### config.mk
export PLATFORM = sky130hd
export DESIGN_NAME = nfa_char_matcher
export DESIGN_NICKNAME = d
export VERILOG_FILES = /design/src/rtl/nfa_pkg.sv /design/src/rtl/nfa_char_matcher.sv /design/src/rtl/nfa_edge_mem.sv /design/src/rtl/nfa_edge_match.sv
export SDC_FILE = /design/constraint.sdc
export NUM_CORES = 1
export LEC_CHECK = 0
export ABC_AREA = 1
export BUFFER_PORTS_ARGS = -buffer_cell sky130_fd_sc_hd__buf_2
export CELL_PAD_IN_SITES_DETAIL_PLACEMENT = 0
export CELL_PAD_IN_SITES_GLOBAL_PLACEMENT = 1
export CORE_MARGIN = 5
export CORE_UTILIZATION = 46
export CTS_CLUSTER_DIAMETER = 80
export DETAILED_ROUTE_END_ITERATION = 8
export GPL_TIMING_DRIVEN = 0
export HOLD_SLACK_MARGIN = 0.1
export PLACE_DENSITY = 0.75
export SLEW_MARGIN = 20
export SYNTH_ARGS = -nofsm -noshare
export SYNTH_HDL_FRONTEND = slang
export SYNTH_SLANG_ARGS = --single-unit
### constraint.sdc
create_clock -name clock -period 3.2 [get_ports clock]
set_clock_uncertainty 0.2 [all_clocks]
set_input_delay 0.64 -clock clock [delete_from_list [all_inputs] [get_ports clock]]
set_output_delay 0.64 -clock clock [all_outputs]
set_load 0.01 [all_outputs]
### src/rtl/nfa_pkg.sv
// ----------------------------------------------------------------------------
// nfa_pkg: shared types and constants for the NFA character matcher
// Command and status codes, edge table entry type, default sizes.
// ----------------------------------------------------------------------------
package nfa_pkg;

   localparam int NUM_STATES_DEF = 16;
   localparam int NUM_EDGES_DEF  = 32;

   localparam int STATE_IDX_W = 4;   // width of from/to state fields
   localparam int CHAR_W      = 8;
   localparam int ACTIVE_W    = 16;  // visible part of the active set

   // command codes
   localparam logic [1:0] CMD_ADD    = 2'd0;
   localparam logic [1:0] CMD_STEP   = 2'd1;
   localparam logic [1:0] CMD_RESET  = 2'd2;
   localparam logic [1:0] CMD_REVERT = 2'd3;

   // add-edge status codes
   localparam logic [1:0] ADD_OK     = 2'd0;
   localparam logic [1:0] ADD_NO_SRC = 2'd1;
   localparam logic [1:0] ADD_FULL   = 2'd2;

   typedef struct packed {
      logic [STATE_IDX_W-1:0] src;
      logic [STATE_IDX_W-1:0] dst;
      logic [CHAR_W-1:0]      ch;
      logic                   neg;
   } edge_type;

endpackage

### src/rtl/nfa_char_matcher.sv
// ----------------------------------------------------------------------------
// nfa_char_matcher: NFA simulation with epsilon closure
// Edge table in memory, one shared compare unit swept over it by a sequencer.
// ----------------------------------------------------------------------------
//  Channel  | Direction | Handshake           | Word
//  req_     | in        | req_valid/req_stall | cmd, states, edge char, flags, char
//  rsp_     | out       | rsp_valid/rsp_stall | active set, on_goal, dead, status
//
//  Add, reset and revert: after accept the block waits in ST_RESP until the
//  result register is empty or draining, then loads it and returns to idle.
//  A step reads one edge per cycle from the edge memory port: R + 1 closure
//  passes over the E stored edges, R = rounds that grew the set (at most
//  NUM_STATES - 1), then one character pass and the result load in ST_RESP.
//  req_stall is high from accept until the result is loaded; a waiting result
//  does not block the next accept. Synchronous reset: one start state active.
// ----------------------------------------------------------------------------
module nfa_char_matcher #(
   parameter int NUM_STATES = nfa_pkg::NUM_STATES_DEF,
   parameter int NUM_EDGES  = nfa_pkg::NUM_EDGES_DEF
) (
   input  logic                              clock,
   input  logic                              reset,
   // request words
   input  logic                              req_valid,
   output logic                              req_stall,
   input  logic [1:0]                        req_cmd,
   input  logic [nfa_pkg::STATE_IDX_W-1:0]   req_from_state,
   input  logic [nfa_pkg::STATE_IDX_W-1:0]   req_to_state,
   input  logic [nfa_pkg::CHAR_W-1:0]        req_trans_char,
   input  logic                              req_negate,
   input  logic                              req_goal_flag,
   input  logic [nfa_pkg::CHAR_W-1:0]        req_in_char,
   // response words
   output logic                              rsp_valid,
   input  logic                              rsp_stall,
   output logic [nfa_pkg::ACTIVE_W-1:0]      rsp_active_set,
   output logic                              rsp_on_goal,
   output logic                              rsp_dead,
   output logic [1:0]                        rsp_add_status
);
   import nfa_pkg::*;

   localparam int SW = $clog2(NUM_STATES);      // state index width
   localparam int EW = $clog2(NUM_EDGES);       // edge address width
   localparam int CW = $clog2(NUM_EDGES + 1);   // edge count width

   typedef enum logic [1:0] {
      ST_IDLE,
      ST_CLOS,   // epsilon closure rounds
      ST_CHAR,   // character edge pass
      ST_RESP    // load result register
   } state_type;

   state_type             state_ff;

   // automaton state
   logic [CW-1:0]         count_ff;
   logic [NUM_STATES-1:0] exists_ff;
   logic [NUM_STATES-1:0] goal_ff;
   logic [NUM_STATES-1:0] active_ff;
   logic [NUM_STATES-1:0] prev_ff;

   // scan datapath
   logic [NUM_STATES-1:0] work_ff;     // closure under construction
   logic [NUM_STATES-1:0] acc_ff;      // targets of character edges
   logic [CW-1:0]         idx_ff;      // next edge to read
   logic                  rd_vld_ff;   // read data valid this cycle
   logic                  changed_ff;  // closure grew in this round
   logic [CHAR_W-1:0]     in_char_ff;
   logic [1:0]            status_ff;

   // result register
   logic                  rsp_valid_ff;
   logic [ACTIVE_W-1:0]   rsp_active_ff;
   logic                  rsp_on_goal_ff;
   logic                  rsp_dead_ff;
   logic [1:0]            rsp_status_ff;

   logic                  scanning;
   logic                  scan_issue;
   logic                  scan_done;
   logic                  rsp_load;
   logic                  add_wr;
   edge_type              wr_edge;
   edge_type              rd_edge;
   logic [CHAR_W-1:0]     query;
   logic                  hit;
   logic [SW-1:0]         dst_idx;
   logic [SW-1:0]         from_idx;
   logic [SW-1:0]         to_idx;
   logic                  src_ok;
   logic                  dst_ok;
   logic                  tbl_full;

   assign scanning   = (state_ff == ST_CLOS) || (state_ff == ST_CHAR);
   assign scan_issue = scanning && (idx_ff != count_ff);
   assign scan_done  = (idx_ff == count_ff) && !rd_vld_ff;

   // result register takes a new word when empty or draining this cycle
   assign rsp_load   = (state_ff == ST_RESP) && (!rsp_valid_ff || !rsp_stall);

   // add-edge checks; the range test guards the truncated index
   assign from_idx = SW'(req_from_state);
   assign to_idx   = SW'(req_to_state);
   assign src_ok   = (int'(req_from_state) < NUM_STATES) && exists_ff[from_idx];
   assign dst_ok   = int'(req_to_state) < NUM_STATES;
   assign tbl_full = count_ff == CW'(NUM_EDGES);
   assign add_wr   = (state_ff == ST_IDLE) && req_valid && (req_cmd == CMD_ADD)
                     && src_ok && dst_ok && !tbl_full;

   assign wr_edge.src = req_from_state;
   assign wr_edge.dst = req_to_state;
   assign wr_edge.ch  = req_trans_char;
   assign wr_edge.neg = req_negate;

   // closure queries the epsilon character
   assign query = (state_ff == ST_CLOS) ? CHAR_W'(0) : in_char_ff;

   nfa_edge_mem #(
      .NUM_EDGES (NUM_EDGES)
   ) u_mem (
      .clock   (clock),
      .wr_en   (add_wr),
      .wr_addr (count_ff[EW-1:0]),
      .wr_data (wr_edge),
      .rd_en   (scan_issue),
      .rd_addr (idx_ff[EW-1:0]),
      .rd_data (rd_edge)
   );

   nfa_edge_match #(
      .NUM_STATES (NUM_STATES)
   ) u_match (
      .edge_in   (rd_edge),
      .state_set (work_ff),
      .query     (query),
      .hit       (hit),
      .dst_idx   (dst_idx)
   );

   always_ff @(posedge clock) begin
      if (reset) begin
         state_ff     <= ST_IDLE;
         count_ff     <= '0;
         exists_ff    <= NUM_STATES'(1);
         goal_ff      <= '0;
         active_ff    <= NUM_STATES'(1);
         prev_ff      <= '0;
         idx_ff       <= '0;
         rd_vld_ff    <= 1'b0;
         changed_ff   <= 1'b0;
         rsp_valid_ff <= 1'b0;
      end else begin
         rd_vld_ff <= scan_issue;
         if (rsp_load) begin
            rsp_valid_ff <= 1'b1;
         end else if (!rsp_stall) begin
            rsp_valid_ff <= 1'b0;
         end
         unique case (state_ff)
            ST_IDLE: begin
               if (req_valid) begin
                  in_char_ff <= req_in_char;
                  unique case (req_cmd)
                     CMD_ADD: begin
                        state_ff <= ST_RESP;
                        if (!(src_ok && dst_ok)) begin
                           status_ff <= ADD_NO_SRC;
                        end else if (tbl_full) begin
                           status_ff <= ADD_FULL;
                        end else begin
                           status_ff <= ADD_OK;
                           count_ff  <= count_ff + CW'(1);
                           if (!exists_ff[to_idx]) begin
                              exists_ff[to_idx] <= 1'b1;
                              goal_ff[to_idx]   <= req_goal_flag;
                           end
                        end
                     end
                     CMD_STEP: begin
                        status_ff  <= ADD_OK;
                        work_ff    <= active_ff;
                        idx_ff     <= '0;
                        changed_ff <= 1'b0;
                        state_ff   <= ST_CLOS;
                     end
                     CMD_RESET: begin
                        status_ff <= ADD_OK;
                        state_ff  <= ST_RESP;
                        active_ff <= NUM_STATES'(1);
                        prev_ff   <= '0;
                     end
                     CMD_REVERT: begin
                        status_ff <= ADD_OK;
                        state_ff  <= ST_RESP;
                        active_ff <= prev_ff;
                        prev_ff   <= '0;
                     end
                  endcase
               end
            end
            ST_CLOS: begin
               if (scan_issue) begin
                  idx_ff <= idx_ff + CW'(1);
               end
               // in-place update: new states are seen later in the same round
               if (rd_vld_ff && hit && !work_ff[dst_idx]) begin
                  work_ff[dst_idx] <= 1'b1;
                  changed_ff       <= 1'b1;
               end
               if (scan_done) begin
                  idx_ff     <= '0;
                  changed_ff <= 1'b0;
                  if (!changed_ff) begin
                     acc_ff   <= '0;
                     state_ff <= ST_CHAR;
                  end
               end
            end
            ST_CHAR: begin
               if (scan_issue) begin
                  idx_ff <= idx_ff + CW'(1);
               end
               if (rd_vld_ff && hit) begin
                  acc_ff[dst_idx] <= 1'b1;
               end
               if (scan_done) begin
                  prev_ff   <= work_ff;
                  active_ff <= acc_ff;
                  state_ff  <= ST_RESP;
               end
            end
            ST_RESP: begin
               if (rsp_load) begin
                  rsp_active_ff  <= ACTIVE_W'(active_ff);
                  rsp_on_goal_ff <= |(active_ff & goal_ff);
                  rsp_dead_ff    <= active_ff == '0;
                  rsp_status_ff  <= status_ff;
                  state_ff       <= ST_IDLE;
               end
            end
            default: begin
               state_ff <= ST_IDLE;
            end
         endcase
      end
   end

   assign req_stall      = state_ff != ST_IDLE;
   assign rsp_valid      = rsp_valid_ff;
   assign rsp_active_set = rsp_active_ff;
   assign rsp_on_goal    = rsp_on_goal_ff;
   assign rsp_dead       = rsp_dead_ff;
   assign rsp_add_status = rsp_status_ff;

endmodule

### src/rtl/nfa_edge_mem.sv
// ----------------------------------------------------------------------------
// nfa_edge_mem: edge table storage
// One write port, one read port with registered read data.
// ----------------------------------------------------------------------------
module nfa_edge_mem #(
   parameter int NUM_EDGES = nfa_pkg::NUM_EDGES_DEF
) (
   input  logic                         clock,
   input  logic                         wr_en,
   input  logic [$clog2(NUM_EDGES)-1:0] wr_addr,
   input  nfa_pkg::edge_type            wr_data,
   input  logic                         rd_en,
   input  logic [$clog2(NUM_EDGES)-1:0] rd_addr,
   output nfa_pkg::edge_type            rd_data
);
   import nfa_pkg::*;

   edge_type mem_ff [NUM_EDGES];
   edge_type rd_data_ff;

   always_ff @(posedge clock) begin
      if (wr_en) begin
         mem_ff[wr_addr] <= wr_data;
      end
      if (rd_en) begin
         rd_data_ff <= mem_ff[rd_addr];
      end
   end

   assign rd_data = rd_data_ff;

endmodule

### src/rtl/nfa_edge_match.sv
// ----------------------------------------------------------------------------
// nfa_edge_match: shared edge compare unit
// Flags an edge whose source is in the set and whose character matches.
// ----------------------------------------------------------------------------
module nfa_edge_match #(
   parameter int NUM_STATES = nfa_pkg::NUM_STATES_DEF
) (
   input  nfa_pkg::edge_type                 edge_in,
   input  logic [NUM_STATES-1:0]             state_set,
   input  logic [nfa_pkg::CHAR_W-1:0]        query,
   output logic                              hit,
   output logic [$clog2(NUM_STATES)-1:0]     dst_idx
);
   import nfa_pkg::*;

   localparam int SW = $clog2(NUM_STATES);

   logic [SW-1:0] src_idx;
   logic          ch_match;

   assign src_idx  = SW'(edge_in.src);
   // negated edge matches every other character
   assign ch_match = edge_in.neg ? (edge_in.ch != query) : (edge_in.ch == query);
   assign hit      = state_set[src_idx] && ch_match;
   assign dst_idx  = SW'(edge_in.dst);

endmodule

### Word level (Yosys, flattened, before mapping)

Memory sizes are Yosys's and may differ from the RTL's. A register that Yosys moved wholly into a read port is not among the register bits.
Index checks and enable logic that the tools add are counted.

| storage, ports and cells | value |
|---|---|
| flip-flop bits (word level) | 143 |
| bits in writable memories | 544 |
| output and inout port bits | 22 |
| logic and storage cells | 154 |
| memories | 1 |

Memories:

| name | depth | width | read ports | clocked after Yosys merged registers in | write ports | RTL line | text |
|---|---|---|---|---|---|---|---|
| u_mem.mem_ff | 32 | 17 | 1 | 1 | 1 | nfa_edge_mem.sv:18 | `edge_type mem_ff [NUM_EDGES];` |

| cells by class | value |
|---|---|
| $add $sub $neg | 2 |
| order comparisons | 6 |
| equality and inequality tests | 23 |
| mux-type cells | 55 |
| bitwise gates (word level) | 7 |
| reduce and logical (&&, ||, !) cells | 42 |

Operators by type and width:

| cell | number |
|---|---|
| $mux W16 | 11 |
| $pmux W16 S2 | 5 |
| $or A16 B16 Y16 | 3 |
| $mux W6 | 4 |
| $lt A4 B5 Y1 const B | 4 |
| $reduce_and A5 Y1 | 4 |
| $pmux W6 S3 | 1 |
| $and A16 B16 Y16 | 1 |
| $bmux W1 S4 | 4 |
| $bwmux W16 | 1 |
| $logic_not A16 Y1 | 1 |
| $reduce_or A16 Y1 | 1 |
| $mux W1 | 15 |
| $mux W2 | 7 |
| $add A6 B1 Y6 const B | 2 |
| $logic_and A1 B1 Y1 | 12 |
| $ne A2 B2 Y1 const B | 6 |
| $reduce_and A4 Y1 | 3 |
| $reduce_and A3 Y1 | 3 |
| $demux W1 S4 | 2 |
| $eq A2 B2 Y1 const B | 4 |
| $eq A8 B8 Y1 | 1 |
| $ge A4 B1 Y1 const B | 2 |
| $mux W8 | 1 |
| 20 further kinds | 37 |

### Depth between registers and ports, before layout

| depth | value |
|---|---|
| depth in word-level cells | 10 |
| gate-level depth with buffers | 16 |
| gate-level depth less buffers | 15 |

### Modules after synthesis

From an unflattened synthesis, not the netlist that was laid out.

| second synthesis, totals | value |
|---|---|
| cell total of the unflattened synthesis | 2881 |
| area total of the unflattened synthesis | 29887.4 µm² |

Modules (own cells, without submodules):

| module | instances | cells each | area each (µm²) |
|---|---|---|---|
| nfa_edge_mem | 1 | 1902 | 22549.1 |
| nfa_char_matcher | 1 | 901 | 6944.2 |
| nfa_edge_match | 1 | 78 | 394.1 |

### Worst setup path after synthesis

Ideal clock, no wire load.

| timing | value |
|---|---|
| kind | in2reg |
| from | input port req_cmd[1] |
| to | memory u_mem.mem_ff[19][0] (netlist name) (enable) |
| setup time | 0.413 ns |
| data arrival time | 2.846 ns |
| data required time | 2.587 ns |
| slack | -0.258 ns |
| stages | 8 |
| path buffers | 0 |
| cells stage by stage | inv_1 ha_1 inv_1 nor2_1 nand3_4 inv_2 nand3_2 nor3_1 |

| between the ends | value |
|---|---|
| longest elaborated chain between the ends | 6 |

RTL lines:

| what | RTL line | text |
|---|---|---|
| start: declaration | nfa_char_matcher.sv:26 | `input logic [1:0] req_cmd,` |
| $logic_not A2 Y1 | nfa_char_matcher.sv:108 | `assign add_wr = (state_ff == ST_IDLE) && req_valid && (req_cmd == CMD_ADD)` |
| $logic_and A1 B1 Y1 | nfa_char_matcher.sv:108 |  |
| $logic_and A1 B1 Y1 (2 in a row) | nfa_char_matcher.sv:109 | `&& src_ok && dst_ok && !tbl_full;` |
| $mux W1 | nfa_edge_mem.sv:22 | `if (wr_en) begin` |
| $mux W1 (implied by the code) | nfa_edge_mem.sv:23 | `mem_ff[wr_addr] <= wr_data;` |
| end: declaration | nfa_edge_mem.sv:18 |  |

Every way passes these cells.

### Worst setup path in the final report

| timing | value |
|---|---|
| from | register idx_ff[0] |
| to | register, netlist name u_mem.rd_data[9] |

| between the ends | value |
|---|---|
| longest elaborated chain between the ends | 2 |

RTL lines:

| what | RTL line | text |
|---|---|---|
| start: declaration | nfa_char_matcher.sv:66 | `logic [CW-1:0] idx_ff;` |
| start signal: assignment | nfa_char_matcher.sv:204 | `idx_ff <= idx_ff + CW'(1);` |
| start signal: assignment | nfa_char_matcher.sv:222 | `idx_ff <= idx_ff + CW'(1);` |
| $ne A6 B6 Y1 | nfa_char_matcher.sv:96 | `assign scan_issue = scanning && (idx_ff != count_ff);` |
| $logic_and A1 B1 Y1 | nfa_char_matcher.sv:96 |  |

Several ways; a longest one is shown, not always the timed one.
A chain may end at the register's enable or synchronous reset.

==> metrics.yaml <==
r2r_end: "u_mem.rd_data[9]"
wl_per_cell_um: 26.48
ant_nets: 0
cp_data_arrival_time_ps: 3420
crit_slowest_cell: "dfxtp_1"
track_usage: 0.2722
synthesis.nets: 2505
hold_path_class: "input pin to flip-flop"
num_vias: 21540
ys_types: 39
powerDensity_nw_per_um2: 617.8
fillers: 5224
cts_tree: "yes"
hold_viol: 0
clk_pin_slew_ps: 60
status: "complete, but fails checks"
reg2reg_depth: 9
fmax_mhz: 310.0
final_cells: 3551
yosysMostFrequentCell: "edfxtp_1"
ioPinCount: 54
n_antenna_cell: 0
synth_edf_count: 623
grt_pass1_vias: 20610
antenna_found_initial: 0
htreeDepth: 3
holdCritStartpoint: "rsp_stall"
routed_wl_um: 94030
via_per_inst: 6.067
dp_cells: 3377
postSynthCellCount: 2458
cts_sinks: 704
hold_depth: 3
die_w_um: 260.6
portBuffers: 53
required_ps: 3390
synth.area.top_cells: "edfxtp_1 (65%), nor2_1 (6.4%), o21ai_0 (6.1%), dfxtp_1 (5.6%), o221ai_1 (3.0%)"
post-dp-hpwl_um: 63120
end_kind: "flip-flop"
fin_ws_ps: -25.31
final_max_slew_viol_count: 0
placed_area_sq_um: 31100
cts_made_buffers: 73
drtIter0Drc: 3080
drive_above_1_share: 0.1275
r2r_start: "idx_ff[0]"
worst_pin_slew_ps: 999.1
die_height_um: 260.6
r2r_slack_ps: -30
yosysTopAreaCellShare: 0.6475
core_sq_um: 61940
dr.pass1.iters: 6
holdWs_ps: 150.1
p_leak_nw: 11.46
rows: 91
drc_errors: 0
grt_max_degree: 39
vdd_ir_drop_max_mv: 0.4805
synth_commonest_cells: "edfxtp_1 (623), nor2_1 (496), o21ai_0 (354)"
yosysWarnings: 0
setup_tns_ps: -43.36
synthFlopType: "edfxtp_1"
start_util: 0.4665
rsz0062_at_grt: "no"
grt_overflow_total: 0
cts_root_buffer: "clkbuf_16"
postSynthAreaPerCell_sq_um: 11.75
violations: "negative setup slack"
area_growth_pct: 17.94
path_cells: "buf_4 > buf_2 > buf_2 > nor2_1 > o221ai_1 > nand3_1 > nand2_1 > nor2_1 > a21oi_1"
whs_endpoint: "rsp_valid"
nets: 2703
setup_viol: 2
fin_area_sq_um: 34080
ys_ff_latch: 704
cp-start-kind: "flip-flop"
slowest_delay_ps: 580
synth.largest_area_cell: "edfxtp_1"
crit_fanout: 10
dp_worst_setup_slack_ps: -1115
grt_pass1_wl_um: 136200
criticalPathCategory: "flip-flop to flip-flop"
dieArea_sq_um: 67920
insertion_delay_ps: 620
routabilityCongestion: 0.8982
syn_area_sq_um: 28890
fin_crit_ps: 3225
clock_path_buffers: 3
drv_cap: 0
seq_area_frac_synth: 0.7036
period_share: 1.008
relSlewSlack: 0.3332
synthArstFlopShare: 0
==> placed cells by master, fill, tap and decap left out, drive strengths merged, types with 5 or more instances in the layout <==
cell type,count
a21boi,14
a21oi,74
a22oi,9
a31oi,23
buf,166
clkbuf,195
clkinv,33
dfxtp,81
dlygate4sd3,8
edfxtp,623
ha,15
inv,108
nand2,206
nand3,105
nand4,5
nor2,509
nor3,10
nor4,5
o21ai,368
o221ai,99
o22ai,38
xor2,5
==> layout make-up <==
cell class / instances / area (sq um) / share of cell area
Buffer: 153 / 721.9 / 0.02119
Clock buffer: 93 / 1954 / 0.05735
Clock inverter: 40 / 295.3 / 0.008666
Inverter: 104 / 390.4 / 0.01146
Multi-Input combinational cell: 1497 / 7772 / 0.2281
Sequential cell: 704 / 20330 / 0.5966
Tap cell: 837 / 1047 / 0.03073
Timing Repair Buffer: 123 / 1563 / 0.04586
==> report_power, final <==
group	switching [W]	internal, W
clock	0.00356	0.00452
combinational	0.00158	0.000700
sequential	0.000289	0.0104
==> repair_timing <==
item | CTS | global route
resized for setup | 8 | 20
pin swaps | 23 | 3
hold buffers | 8 | 0
endpoints found under the setup margin | 500 | 396
buffers inserted | 28 | 5
hold endpoints to repair | 8 | 0
==> worst max-delay path: cells and delay by family, from the launching register on <==
family | cells | cell delay [ps]
simple gates | 4 | 570
buf+inv | 3 | 860
flops | 1 | 580
compound gates | 2 | 770
==> per-layer routing <==
layer	vias up	wire length, um	GRT usage
met5	-	0	0
met1	10650	36790	0.3769
met3	232	10380	0.05689
met2	1324	43230	0.4315
met4	0	3638	0.09510
li1	9336	-	-
==> how the worst max path moves through the flow <==
stage                                       to  slack (ps)               from
after floorplan            u_mem.mem_ff[19][0]        -260         req_cmd[1]
after global placement     u_mem.mem_ff[11][2]       -3110  req_from_state[0]
after detailed placement  u_mem.mem_ff[29][10]       -1110  req_from_state[0]
after CTS                    u_mem.rd_data[13]          30          idx_ff[0]
after global routing      u_mem.mem_ff[31][14]           6  req_from_state[0]
final                         u_mem.rd_data[9]         -30          idx_ff[0]
==> registers in the layout (all words and copies together), names as in the netlist, 2 cells and up <==
| name | cells |
|---|---|
| acc_ff | 16 |
| active_ff | 16 |
| count_ff | 6 |
| exists_ff | 16 |
| goal_ff | 16 |
| idx_ff | 6 |
| in_char_ff | 8 |
| prev_ff | 16 |
| rsp_active_set | 16 |
| rsp_add_status | 2 |
| state_ff | 2 |
| status_ff | 2 |
| u_mem.mem_ff | 544 |
| u_mem.rd_data | 17 |
| work_ff | 16 |
==> logic make-up (layout without fill, tap and decap cells) <==
| kind of cell | after synthesis | count (layout) | share of synthesized area |
|---|---|---|---|
| and+or+nand+nor | 842 | 842 | 0.1213 |
| DFF | 704 | 704 | 0.7036 |
| buffers and inverters | 257 | 513 | 0.03815 |
| xor gates and xnor gates | 5 | 5 | 0.001516 |
| AOI/OAI and AO/OA | 635 | 635 | 0.1290 |
| adders and majority gates | 15 | 15 | 0.006496 |
==> metrics by stage <==
| stage | util | total power, W |
|---|---|---|
| global placement | 0.4877 | 0.01297 |
| detailed placement | 0.5021 | 0.01304 |
| finish | 0.5501 | 0.02105 |
| CTS | 0.5481 | 0.02105 |
| global route | 0.5501 | 0.02172 |
| floorplan | - | 0.01214 |
(Power assumes the default switching activity.)
